===== src/design/mipsc_pkg.sv =====
// Package for the integer core: opcodes, result kinds, fault codes and the
// front-to-back command record. No dependencies.
package mipsc_pkg;

  localparam int unsigned QueueDepth = 2;
  localparam logic [31:0] BootVector = 32'hBFC00000;
  localparam logic [31:0] ExcVector  = 32'h80000080;

  localparam logic [1:0] KIND_FETCH = 2'd0;
  localparam logic [1:0] KIND_READ  = 2'd1;
  localparam logic [1:0] KIND_WRITE = 2'd2;

  localparam logic [1:0] FAULT_NONE  = 2'd0;
  localparam logic [1:0] FAULT_UNIMP = 2'd1;
  localparam logic [1:0] FAULT_BREAK = 2'd2;
  localparam logic [1:0] FAULT_INPUT = 2'd3;

  localparam logic [1:0] SZ_BYTE = 2'd0;
  localparam logic [1:0] SZ_HALF = 2'd1;
  localparam logic [1:0] SZ_WORD = 2'd2;

  // Primary opcodes used by name.
  localparam logic [5:0] OP_SPECIAL = 6'h00, OP_REGIMM = 6'h01, OP_J = 6'h02, OP_JAL = 6'h03;
  localparam logic [5:0] OP_BEQ = 6'h04, OP_BNE = 6'h05, OP_BLEZ = 6'h06, OP_BGTZ = 6'h07;
  localparam logic [5:0] OP_ADDI = 6'h08, OP_ADDIU = 6'h09, OP_SLTI = 6'h0A, OP_SLTIU = 6'h0B;
  localparam logic [5:0] OP_ANDI = 6'h0C, OP_ORI = 6'h0D, OP_XORI = 6'h0E, OP_LUI = 6'h0F;
  localparam logic [5:0] OP_COP0 = 6'h10, OP_COP2 = 6'h12;
  localparam logic [5:0] OP_LB = 6'h20, OP_LH = 6'h21, OP_LWL = 6'h22, OP_LW = 6'h23;
  localparam logic [5:0] OP_LBU = 6'h24, OP_LHU = 6'h25, OP_LWR = 6'h26;
  localparam logic [5:0] OP_SB = 6'h28, OP_SH = 6'h29, OP_SWL = 6'h2A, OP_SW = 6'h2B;
  localparam logic [5:0] OP_SWR = 6'h2E, OP_LWC0 = 6'h30, OP_SWC0 = 6'h38;

  // SPECIAL function codes.
  localparam logic [5:0] FN_SLL = 6'h00, FN_SRL = 6'h02, FN_SRA = 6'h03, FN_SLLV = 6'h04;
  localparam logic [5:0] FN_SRLV = 6'h06, FN_SRAV = 6'h07, FN_JR = 6'h08, FN_JALR = 6'h09;
  localparam logic [5:0] FN_SYSCALL = 6'h0C, FN_BREAK = 6'h0D, FN_MFHI = 6'h10;
  localparam logic [5:0] FN_MTHI = 6'h11, FN_MFLO = 6'h12, FN_MTLO = 6'h13;
  localparam logic [5:0] FN_MULT = 6'h18, FN_MULTU = 6'h19, FN_DIV = 6'h1A, FN_DIVU = 6'h1B;
  localparam logic [5:0] FN_ADD = 6'h20, FN_ADDU = 6'h21, FN_SUB = 6'h22, FN_SUBU = 6'h23;
  localparam logic [5:0] FN_AND = 6'h24, FN_OR = 6'h25, FN_XOR = 6'h26, FN_NOR = 6'h27;
  localparam logic [5:0] FN_SLT = 6'h2A, FN_SLTU = 6'h2B;

  // One accepted input item as the front hands it to the back.
  typedef struct packed {
    logic        func;
    logic [31:0] instruction;
    logic [31:0] read_data;
  } cmd_t;

  typedef enum logic [2:0] {
    ST_IDLE, ST_MUL, ST_DIV, ST_FIX, ST_OUT1, ST_OUT2
  } back_state_t;

endpackage


===== src/design/mipsc_front.sv =====
// Front of the core: takes input transfers and queues them for the back end.
// Depends on mipsc_pkg.
module mipsc_front #(
  parameter int unsigned DEPTH = mipsc_pkg::QueueDepth
) (
  input  logic            clk,
  input  logic            rst,
  input  logic            in_valid,
  output logic            in_ready,
  input  mipsc_pkg::cmd_t in_cmd,
  output logic            q_valid,
  input  logic            q_ready,
  output mipsc_pkg::cmd_t q_cmd
);
  import mipsc_pkg::*;

  localparam int unsigned AW = (DEPTH > 1) ? $clog2(DEPTH) : 1;

  cmd_t            slots [DEPTH];
  logic [AW-1:0]   wptr, rptr;
  logic [AW:0]     count;
  logic            push, pop;

  assign in_ready = (count != (AW+1)'(DEPTH));
  assign q_valid  = (count != '0);
  assign q_cmd    = slots[rptr];
  assign push     = in_valid && in_ready;
  assign pop      = q_valid && q_ready;

  always_ff @(posedge clk) begin
    if (rst) begin
      wptr  <= '0;
      rptr  <= '0;
      count <= '0;
    end else begin
      if (push) wptr <= (wptr == AW'(DEPTH-1)) ? '0 : wptr + 1'b1;
      if (pop)  rptr <= (rptr == AW'(DEPTH-1)) ? '0 : rptr + 1'b1;
      count <= count + (AW+1)'(push) - (AW+1)'(pop);
    end
  end

  always_ff @(posedge clk) begin
    if (push) slots[wptr] <= in_cmd;
  end

endmodule


===== config.mk =====
export PLATFORM = sky130hd
export DESIGN_NAME = mipsc_front
export DESIGN_NICKNAME = d
export VERILOG_FILES = /design/src/design/mipsc_pkg.sv /design/src/design/mipsc_front.sv
export SDC_FILE = /design/constraint.sdc
export NUM_CORES = 1
export LEC_CHECK = 0
export ABC_AREA = 0
export ABC_CLOCK_PERIOD_IN_PS = 2800
export BUFFER_PORTS_ARGS = -buffer_cell sky130_fd_sc_hd__buf_2
export CELL_PAD_IN_SITES_DETAIL_PLACEMENT = 0
export CELL_PAD_IN_SITES_GLOBAL_PLACEMENT = 1
export CORE_MARGIN = 2
export CORE_UTILIZATION = 39
export DETAILED_ROUTE_END_ITERATION = 10
export PLACE_DENSITY_LB_ADDON = 0.1
export REMOVE_ABC_BUFFERS = 1
export SYNTH_ARGS = -nofsm -noshare
export SYNTH_HDL_FRONTEND = slang
export SYNTH_SLANG_ARGS = --single-unit

===== constraint.sdc =====
create_clock -name clk -period 2.8 [get_ports clk]
set_clock_uncertainty 0.1 [all_clocks]
set_input_delay 0.28 -clock clk [delete_from_list [all_inputs] [get_ports clk]]
set_output_delay 0.28 -clock clk [all_outputs]
set_load 0.02 [all_outputs]

==> results by group, run 1 <==
Outcome
  • Run status: complete, no violations

CTS
  • H-tree depth: 4
  • Clock transition at path regs: 0.05 ns
  • Total CTS buffers: 17
  • # clock sinks: 135
  • CTS Root Buffer Type: clkbuf_16
  • Clk buf depth: 2
  • Worst-skew pair later-pin latency: 0.40 ns
  • CTS tree: built
  • Postcts setup bufs: 0

STA
  • Fin. Hold Viols: 0
  • Slew HR: 63.2%
  • Final TNS setup: 0 ns
  • Max Clk Rate: 0.456 GHz
  • # setup viols final: 0
  • Final period util: 78.3%
  • Period minus WS final: 2.19 ns
  • RSZ-0062 raised after global routing: false
  • Worst Tran Pin Value: 0.552 ns
  • Final Max Slew Viols: 0

Power and ir drop
  • Power per cell area: 816 mW/mm2
  • Pwr Total: 5.71 mW
  • Worst vdd ir: 0.501 mV
  • Combinational share of power: 22.7%
  • Power Internal: 4.20 mW
  • Static Leak: 2.65 nW
  • Switching Fraction: 26.5%
  • Sequential Power Share: 44.3%
  • Clock power share: 33.0%
  • Net Sw Power: 1.51 mW

Yosys
  • Synth top area share: 79.0%
  • #FFs+latches synth: 135
  • Dominant cells by area after synthesis: edfxtp_1 79%, mux2_2 15%, dfxtp_1 2.0%, buf_4 0.76%, nor2_1 0.38%
  • Most numerous cell in the Yosys netlist: edfxtp_1
  • Synth async-reset ratio: 0%
  • Ys Warns: 0
  • Post-synthesis instance area: 0.00494 mm2
  • Main combinational cell family by area after synthesis: multiplexers
  • Synth Area in Simple Gates: 1.42%
  • Cell accounting for the most synthesized area: edfxtp_1
  • Ys flop type: edfxtp_1
  • Xor and xnor area share after synthesis: 0.177%
  • Compound-gate portion of the synthesized area: 1.04%
  • Synth cell count leaders: 130 x edfxtp_1, 65 x mux2_2, 5 x buf_4, 5 x dfxtp_1, 5 x nor2_1
  • Sequential element share of the synthesized area: 81.0%
  • Post-Syn Instances: 231
  • Yosys cell types: 23
  • Mux contribution to synthesized area: 15.0%
  • Synth Area in Adders: 0.253%
  • Post-synth EDFFs: 130
  • Mean Syn Cell Area: 21.4 um2

Global routing
  • GRT overflow: 0
  • Overall Global Routing Usage: 13.8%
  • Number of global-route vias before repair: 2871
  • First-pass GRT wire length: 13600 um
  • Initial antenna violation count: 0
  • Pin count of the biggest net entering global routing: 61

Die
  • IO Pins: 136
  • Row count: 41
  • Die area: 0.0136 mm2
  • Die height: 117 um
  • Initial Util: 39.5%
  • Die width: 117 um
  • Core Area: 0.0125 mm2

Finish
  • Antenna cell count: 0
  • Layout cells sized above 1: 50.3%
  • Synth-to-layout area growth: 41.7%
  • Fin nets: 518

Worst setup path
  • CP Class: reg2out
  • Reg2reg start: count[0]
  • CP arrival: 1.81 ns
  • Nature of the critical path endpoint: primary output
  • Reg2Reg Setup Slack: 1.01 ns
  • Worst EP required: 2.42 ns
  • Worst-path fanout max: 55
  • R2r worst-path depth: 3
  • Crit start category: register
  • Worst R2R End: slots[1][12]

Detailed routing
  • TritonRoute pass-1 iters: 4
  • DRT antenna net count: 0
  • Vias/cell: 4.42
  • Iter 0 DRT Violations: 97
  • Drt drc: 0
  • Vias: 2778
  • Drt wl/cell: 14.2 um
  • Final WL: 8940 um

Hold path
  • Hold EP: wptr
  • Hold Path Depth: 3
  • Worst hold path class: in2reg
  • Hold_sp: in_valid

Placement
  • GPL Wtd Cong: 0.680
  • Port bufs: 135
  • Hpwl dp: 5250 um

Run
  • Max_cap viols: 0
[per-layer routing]
metal | global-route usage (%) | share of wire, % | up-vias
met5 | 0 | 0 | -
met4 | 7.37 | 2.1 | 0
met3 | 5.55 | 6.8 | 12
met2 | 23.2 | 50 | 88
met1 | 15.1 | 41 | 1336
li1 | - | - | 1342
[repair_timing]
| item | 4_1_cts | 5_1_grt |
|---|---|---|
| endpoints found under the hold margin | 134 | 0 |
| hold buffers | 66 | 0 |
| gates resized for setup | 0 | 0 |
[critical path, stage by stage (launching register included)]
cell,delay [ns]
dfxtp_2,0.50
buf_12,0.34
mux2_2,0.39
buf_2,0.16
[final cells by class]
cell class | count | area (um2)
fill | 1080 | 5520
clock inverter | 9 | 63.8
timing repair buffer | 205 | 1390
clock buffer | 19 | 433
multi-input combinational | 88 | 887
inverter | 1 | 3.75
tap | 172 | 215
sequential | 135 | 4010
[through the flow]
step                      setup slack [ns]  utilization, %  hold WS, ns  cells  cell area, um2
after detailed placement             0.984            46.7        0.371    535            5840
after CTS                            0.545            55.9        0.133    629            7000
after floorplan                    -0.0518               -        0.249    224            4890
final                                0.608            55.9        0.154    629            7000
after global routing                 0.507            55.9        0.168    629            7000
after global placement               0.996            46.7        0.368    535            5840
[power by group through the flow]
stage | sequential, mW | clock, mW | combinational [mW]
2_1_floorplan | 2.62 | 0 | 0.781
3_3_place_gp | 2.57 | 0 | 1.25
3_5_place_dp | 2.57 | 0 | 1.25
4_1_cts | 2.53 | 1.94 | 1.33
5_1_grt | 2.55 | 2.02 | 1.41
6_report | 2.53 | 1.89 | 1.30
[kinds of logic after synthesis]
| family | Yosys count |
|---|---|
| compound gates | 7 |
| xor+xnor | 1 |
| fa+ha+maj | 1 |
| buf+inv | 8 |
| flops | 135 |
| mux | 66 |
| simple gates | 13 |
[layout by cell type (no fill, tap or decap), types with 2 or more instances in the layout]
| master | instances |
|---|---|
| buf_12 | 2 |
| buf_2 | 135 |
| buf_4 | 2 |
| clkbuf_1 | 2 |
| clkbuf_16 | 17 |
| clkinv_1 | 5 |
| clkinv_2 | 3 |
| dfxtp_1 | 4 |
| dlygate4sd3_1 | 66 |
| edfxtp_1 | 130 |
| mux2_2 | 65 |
| nor2_1 | 5 |
| nor2b_1 | 2 |
| o21ai_0 | 2 |
[registers in the layout, indices dropped and copies added, names as in the netlist, named ones only]
name and cells:
slots 130, wptr 1, rptr 1, count 2
[worst max-delay path by stage]
stage,cells past startpoint,start,slack [ns],to
2_1_floorplan,2,count[0],-0.05,slots[1][0]
5_1_grt,3,register,0.51,q_cmd[11]
4_1_cts,3,register,0.54,q_cmd[45]
3_5_place_dp,4,count[0],0.98,slots[0][24]
6_report,3,register,0.61,q_cmd[11]
3_3_place_gp,3,register,1.0,q_cmd[11]
No activity file was read; power rests on OpenSTA's default activity.
==> inputs of run 2 (changes only) <==
--- a/config.mk
+++ b/config.mk
@@ -6,7 +6,7 @@
 export NUM_CORES = 1
 export LEC_CHECK = 0
 export ABC_AREA = 0
-export ABC_CLOCK_PERIOD_IN_PS = 2800
+export ABC_CLOCK_PERIOD_IN_PS = 1850
 export BUFFER_PORTS_ARGS = -buffer_cell sky130_fd_sc_hd__buf_2
 export CELL_PAD_IN_SITES_DETAIL_PLACEMENT = 0
 export CELL_PAD_IN_SITES_GLOBAL_PLACEMENT = 1
==> constraint.sdc (replaced) <==
create_clock -name clk -period 1.85 [get_ports clk]
set_clock_uncertainty 0.1 [all_clocks]
set_input_delay 0.185 -clock clk [delete_from_list [all_inputs] [get_ports clk]]
set_output_delay 0.185 -clock clk [all_outputs]
set_load 0.02 [all_outputs]
==> run 2 against run 1 <==
Sequential share of layout area shrank 1.8 points. Clock power grew 72%. Sequential power grew 51%. Via count grew 2.6%. Die area is the same. Largest cell class unchanged.
==> results by group, run 2 (synthesized netlist as in run 1, its figures left out) <==
Hold path
  • Worst hold path class: in2reg
  • Hold Path Depth: 3 (unchanged)
  • Hold EP: wptr
  • Hold_sp: in_valid

Worst setup path
  • Worst EP required: 1.56 ns (-0.86 ns)
  • CP peak stage delay: 0.42 ns (-0.08 ns)
  • CP Class: reg2out
  • Crit start category: register
  • Worst-path fanout max: 16 (-71%)
  • CP max-delay cell: dfxtp_4
  • Nature of the critical path endpoint: primary output
  • Worst R2R End: count[1]
  • CP cell instances: clkbuf_16 -> mux2_2 -> buf_4
  • CP arrival: 1.56 ns (-0.25 ns)
  • Reg2Reg Setup Slack: 0.23 ns (-0.78 ns)
  • R2r worst-path depth: 6 (+3)
  • Reg2reg start: count[1]

Finish
  • Synth-to-layout area growth: 46.4%
  • Max reg flops: 130 (unchanged)
  • Multi-input logic area: 887 um2 (unchanged)
  • FF+latch area: 0.00401 mm2 (about the same)
  • Most frequent cells in the layout: 130 x edfxtp_1, 115 x buf_2, 66 x dlygate4sd3_1, 65 x mux2_2, 22 x buf_4
  • Antenna cell count: 0 (unchanged)
  • Fin nets: 523 (+0.97%)
  • # fillers: 1044 (-3.3%)
  • Commonest non-fill, non-tap cell in the layout: edfxtp_1
  • Layout cells sized above 1: 51.6% (+1.3 points)
  • Top flop regs: slots: 130 flops, count: 2 flops
  • Top reg by flops: slots

Global routing
  • Number of global-route vias before repair: 2949 (+2.7%)
  • Pin count of the biggest net entering global routing: 38 (-38%)
  • Overall Global Routing Usage: 14.4% (+0.59 points)
  • GRT overflow: 0 (unchanged)
  • First-pass GRT wire length: 14100 um (+3.8%)
  • Initial antenna violation count: 0 (unchanged)

STA
  • Worst Tran Pin Value: 0.273 ns (-0.279 ns)
  • Slew HR: 81.8% (+19 points)
  • Period minus WS final: 1.85 ns
  • Final hold slack: 0.0682 ns (-0.0861 ns)
  • Final TNS setup: 0 ns (unchanged)
  • Fin. Hold Viols: 0 (unchanged)
  • RSZ-0062 raised after global routing: true
  • Worst setup margin: 0.00393 ns (-0.604 ns)
  • Final period util: 99.8%
  • Final Max Slew Viols: 0 (unchanged)
  • Max Clk Rate: 0.542 GHz
  • # setup viols final: 0 (unchanged)

Detailed routing
  • Vias/cell: 4.47 (+1.3%)
  • Drt wl/cell: 15.2 um (+7.0%)
  • Vias: 2849 (+2.6%)
  • Drt drc: 0 (unchanged)
  • TritonRoute pass-1 iters: 4 (unchanged)
  • DRT antenna net count: 0 (unchanged)
  • Final WL: 9690 um (+8.3%)
  • Iter 0 DRT Violations: 135 (+39%)

CTS
  • Total CTS buffers: 17 (unchanged)
  • Clock transition at path regs: 0.05 ns (about the same)
  • CTS Root Buffer Type: clkbuf_16
  • Worst-skew pair later-pin latency: 0.41 ns (about the same)
  • Postcts setup bufs: 0 (unchanged)
  • H-tree depth: 4 (unchanged)
  • Clk buf depth: 2 (unchanged)
  • CTS tree: built
  • # clock sinks: 135 (unchanged)

Placement
  • GPL Wtd Cong: 0.658 (-3.2%)
  • Port bufs: 135 (unchanged)
  • Hpwl dp: 5690 um (+8.3%)
  • DP Worst Slack: 0.231 ns (-0.754 ns)

Die
  • Die width: 117 um (unchanged)
  • IO Pins: 136 (unchanged)
  • Row count: 41 (unchanged)
  • Initial Util: 39.5% (unchanged)
  • Die area: 0.0136 mm2 (unchanged)
  • Core Area: 0.0125 mm2 (unchanged)
  • Die height: 117 um (unchanged)

Run
  • Max_cap viols: 0 (unchanged)

Power and ir drop
  • Static Leak: 2.75 nW (+3.7%)
  • Worst vdd ir: 0.692 mV (+38%)
  • Power per cell area: 1280 mW/mm2 (+57%)

Outcome
  • Run status: complete, no violations
-- run 2: cell types whose count changed in the layout (fill, tap and decap cells not counted) --
cell	delta
buf_12	+3
buf_2	-20
buf_4	+20
bufinv_16	+2
clkbuf_1	+2
clkbuf_16	+2
clkinv_1	-4
clkinv_2	+1
clkinv_4	+1
clkinvlp_4	+1
dfxtp_2	-1
dfxtp_4	+1
-- run 2: worst max-delay path: cells and delay by family, from the launching register on --
kind	cells	cell delay, ns
buf+inv	2	0.37
flops	1	0.42
mux	1	0.35
-- run 2: per-stage QoR --
stage	utilization (%)	cell area [um2]	cells	power, mW
6_report	57.8	7240	637	9.27
3_3_place_gp	47.2	5900	538	5.84
4_1_cts	57.0	7140	635	9.24
5_1_grt	57.8	7240	637	9.66
2_1_floorplan	-	4890	224	5.14
3_5_place_dp	47.2	5900	538	5.85
-- run 2: layer usage --
| layer | global-route usage (%) | share of wire [%] | vias up |
|---|---|---|---|
| li1 | - | - | 1365 |
| met4 | 7.53 | 1.9 | 0 |
| met5 | 0 | 0 | - |
| met2 | 24.0 | 49 | 85 |
| met1 | 16.0 | 43 | 1385 |
| met3 | 5.66 | 6.3 | 14 |
-- run 2: what timing repair did --
| action | CTS | global route |
|---|---|---|
| resized for setup | 1 | 20 |
| hold buffers | 66 | 0 |
| cloned | 0 | 2 |
| endpoints found under the setup margin | 12 | 48 |
| endpoints found under the hold margin | 134 | 0 |
-- run 2: final cells by class --
class	count	share of cell area [%]
sequential	135	55.4
timing repair buffer	210	21.4
multi-input combinational	88	12.3
clock buffer	21	6.09
tap	172	2.97
clock inverter	10	1.80
inverter	1	0.0519
-- run 2: worst max-delay path by stage --
stage               startpoint     endpoint  slack (ns)  depth (start not counted)
detailed placement    count[1]     count[1]        0.23                          6
global route          register    q_cmd[22]       -0.04                          3
global placement      in_valid     count[1]        0.27                          7
floorplan             count[0]  slots[1][0]       -1.00                          2
CTS                   register     q_cmd[7]      -0.003                          3
finish                register    q_cmd[63]       0.004                          3
-- run 2: power breakdown --
part	total, mW	internal (mW)	switching (mW)
Clock	3.25	2.09	1.15
Sequential	3.82	3.72	0.102
Combinational	2.20	1.02	1.17
Total	9.27	6.84	2.42
==> inputs of run 3 (changes only) <==
--- a/config.mk
+++ b/config.mk
@@ -6,12 +6,12 @@
 export NUM_CORES = 1
 export LEC_CHECK = 0
 export ABC_AREA = 0
-export ABC_CLOCK_PERIOD_IN_PS = 1850
+export ABC_CLOCK_PERIOD_IN_PS = 2400
 export BUFFER_PORTS_ARGS = -buffer_cell sky130_fd_sc_hd__buf_2
 export CELL_PAD_IN_SITES_DETAIL_PLACEMENT = 0
 export CELL_PAD_IN_SITES_GLOBAL_PLACEMENT = 1
 export CORE_MARGIN = 2
-export CORE_UTILIZATION = 39
+export CORE_UTILIZATION = 47
 export DETAILED_ROUTE_END_ITERATION = 10
 export PLACE_DENSITY_LB_ADDON = 0.1
 export REMOVE_ABC_BUFFERS = 1
==> constraint.sdc (replaced) <==
create_clock -name clk -period 2.4 [get_ports clk]
set_clock_uncertainty 0.1 [all_clocks]
set_input_delay 0.24 -clock clk [delete_from_list [all_inputs] [get_ports clk]]
set_output_delay 0.24 -clock clk [all_outputs]
set_load 0.02 [all_outputs]
==> run 3 against run 2 <==
Sequential share of layout area rose by 1.1 points. Cell count shrank 5.8%. Wire length shrank 5.0%. Non-clock buffer count shrank 2. Total power fell by 22%. Flip-flop and latch count unchanged. Critical path type unchanged. Largest power group unchanged.
==> results by group, run 3 (synthesized netlist as in run 1, its figures left out) <==
Global routing
  • GR Util met2: 28.1% (+4.1 points)
  • Met1 Use GR: 20.2% (+4.2 points)
  • First-pass GRT wire length: 14000 um (-0.88%)
  • Grt met3 use: 5.21% (-0.44 points)
  • GRT overflow: 0 (unchanged)
  • Pin count of the biggest net entering global routing: 37 (-2.6%)
  • Overall Global Routing Usage: 16.8% (+2.4 points)
  • Initial antenna violation count: 0 (unchanged)
  • Number of global-route vias before repair: 2862 (-3.0%)
  • GR peak layer: met2

CTS
  • CTS Root Buffer Type: clkbuf_8
  • Clock transition at path regs: 0.06 ns (about the same)
  • H-tree depth: 4 (unchanged)
  • Post-CTS Resized: 0 (-1)
  • Total CTS buffers: 17 (unchanged)
  • Clk buf depth: 2 (unchanged)
  • # clock sinks: 135 (unchanged)
  • CTS tree: built
  • Worst-skew pair later-pin latency: 0.52 ns (+0.11 ns)

Die
  • Die width: 107 um (-8.6%)
  • Core Area: 0.0103 mm2 (-18%)
  • IO Pins: 136 (unchanged)
  • Initial Util: 48.1% (+8.6 points)
  • Die area: 0.0113 mm2 (-16%)
  • Row count: 37 (-9.8%)
  • Die height: 107 um (-8.6%)

Finish
  • Layout cells sized above 1: 52.4% (+0.76 points)
  • Fin nets: 521 (-0.38%)
  • FF+latch area: 0.00401 mm2 (about the same)
  • Multi-input logic area: 887 um2 (unchanged)
  • Max reg flops: 130 (unchanged)
  • Commonest non-fill, non-tap cell in the layout: buf_2
  • Antenna cell count: 0 (unchanged)
  • Top flop regs: slots: 130 flops, count: 2 flops
  • Top reg by flops: slots
  • Synth-to-layout area growth: 43.4%
  • # fillers: 763 (-27%)
  • Most frequent cells in the layout: 135 x buf_2, 130 x edfxtp_1, 67 x dlygate4sd3_1, 65 x mux2_2, 16 x clkbuf_16

STA
  • Period minus WS final: 2.20 ns
  • Fin. Hold Viols: 0 (unchanged)
  • RSZ-0062 raised after global routing: false
  • Final Max Slew Viols: 0 (unchanged)
  • # setup viols final: 0 (unchanged)
  • Final hold slack: 0.0439 ns (-0.0243 ns)
  • Final TNS setup: 0 ns (unchanged)
  • Final period util: 91.5%
  • Slew HR: 67.1% (-15 points)
  • Worst setup margin: 0.203 ns (+0.199 ns)
  • Max Clk Rate: 0.455 GHz
  • Worst Tran Pin Value: 0.493 ns (+0.220 ns)

Worst setup path
  • Crit start category: register
  • CP Class: reg2out
  • Worst EP required: 2.06 ns (+0.50 ns)
  • CP max-delay cell: buf_4
  • CP arrival: 1.86 ns (+0.30 ns)
  • CP bufs+invs: 2 (unchanged)
  • Worst path top cell family by delay: buffers and inverters
  • CP peak stage delay: 0.42 ns (about the same)
  • CP cell instances: buf_4 -> mux2_2 -> buf_2
  • Nature of the critical path endpoint: primary output
  • Worst-path fanout max: 35 (+19)

Placement
  • DP Worst Slack: 0.663 ns (+0.432 ns)
  • GPL Wtd Cong: 0.714 (+8.5%)
  • Port bufs: 135 (unchanged)
  • Hpwl dp: 5590 um (-1.6%)

Hold path
  • Worst hold path class: in2reg

Detailed routing
  • Drt wl/cell: 15.3 um (+0.86%)
  • DRT antenna net count: 0 (unchanged)
  • Vias/cell: 4.75 (+6.2%)
  • Iter 0 DRT Violations: 80 (-41%)
  • Final WL: 9210 um (-5.0%)
  • TritonRoute pass-1 iters: 4 (unchanged)
  • Vias: 2850 (+0.035%)
  • Drt drc: 0 (unchanged)

Outcome
  • Run status: complete, no violations

Power and ir drop
  • Power per cell area: 1010 mW/mm2 (-21%)
  • Worst vdd ir: 0.550 mV (-21%)
  • Static Leak: 2.72 nW (-0.90%)

Run
  • Max_cap viols: 0 (unchanged)
[run 3: cell count changes in the layout (fill, tap and decap cells not counted), sizes merged]
cell         delta
inv             +6
clkbuf          -6
dlygate4sd3     +1
clkinv          -1
bufinv          +1
buf             -1
clkinvlp        -1
[run 3: worst reg2reg max path, cell delays in order (launching register included)]
cell and delay [ns]:
dfxtp_1 0.43, nand2b_1 0.20, and3_2 0.21, buf_4 0.41
[run 3: area by class of cell]
cell class | count | area share (%)
clock buffers | 17 | 5.84
clock inverters | 15 | 3.04
inverters | 1 | 0.0530
multi-input cells | 88 | 12.5
flip-flops and latches | 135 | 56.5
well taps | 136 | 2.40
repair buffers | 208 | 19.6
[run 3: report_power, final]
part | leakage (nW) | internal, mW | switching (mW)
logic | 1.15 | 0.655 | 0.886
clock network | 0.310 | 1.71 | 1.00
registers | 1.26 | 2.87 | 0.0631
[run 3: through the flow]
step / power [mW] / std cells / instance area (um2) / utilization (%)
4_1_cts: 7.25 / 600 / 7090 / 69.0
5_1_grt: 7.46 / 600 / 7090 / 69.0
2_1_floorplan: 3.97 / 224 / 4890 / -
6_report: 7.19 / 600 / 7090 / 69.0
3_3_place_gp: 4.43 / 501 / 5790 / 56.3
3_5_place_dp: 4.45 / 501 / 5790 / 56.3
[run 3: worst paths after layout]
| kind | from | to | slack, ns | cells past startpoint |
|---|---|---|---|---|
| worst min register to register | rptr | rptr | 0.41 | 2 |
| worst min-delay path | q_ready | rptr | 0.04 | 4 |
| worst max-delay path | register | q_cmd[19] | 0.20 | 3 |
| worst max register to register | count[0] | slots[1][30] | 0.66 | 3 |
[run 3: routing by layer]
layer | share of wire, % | wire length, um
met5 | 0 | 0
met4 | 1.7 | 153
met3 | 5.8 | 538
met2 | 51 | 4730
met1 | 41 | 3780
[run 3: timing repair]
| item | in CTS | in global routing |
|---|---|---|
| hold endpoints to repair | 135 | 0 |
| buffers inserted | 0 | 0 |
| hold buffers | 67 | 0 |
| endpoints found under the setup margin | 0 | 0 |
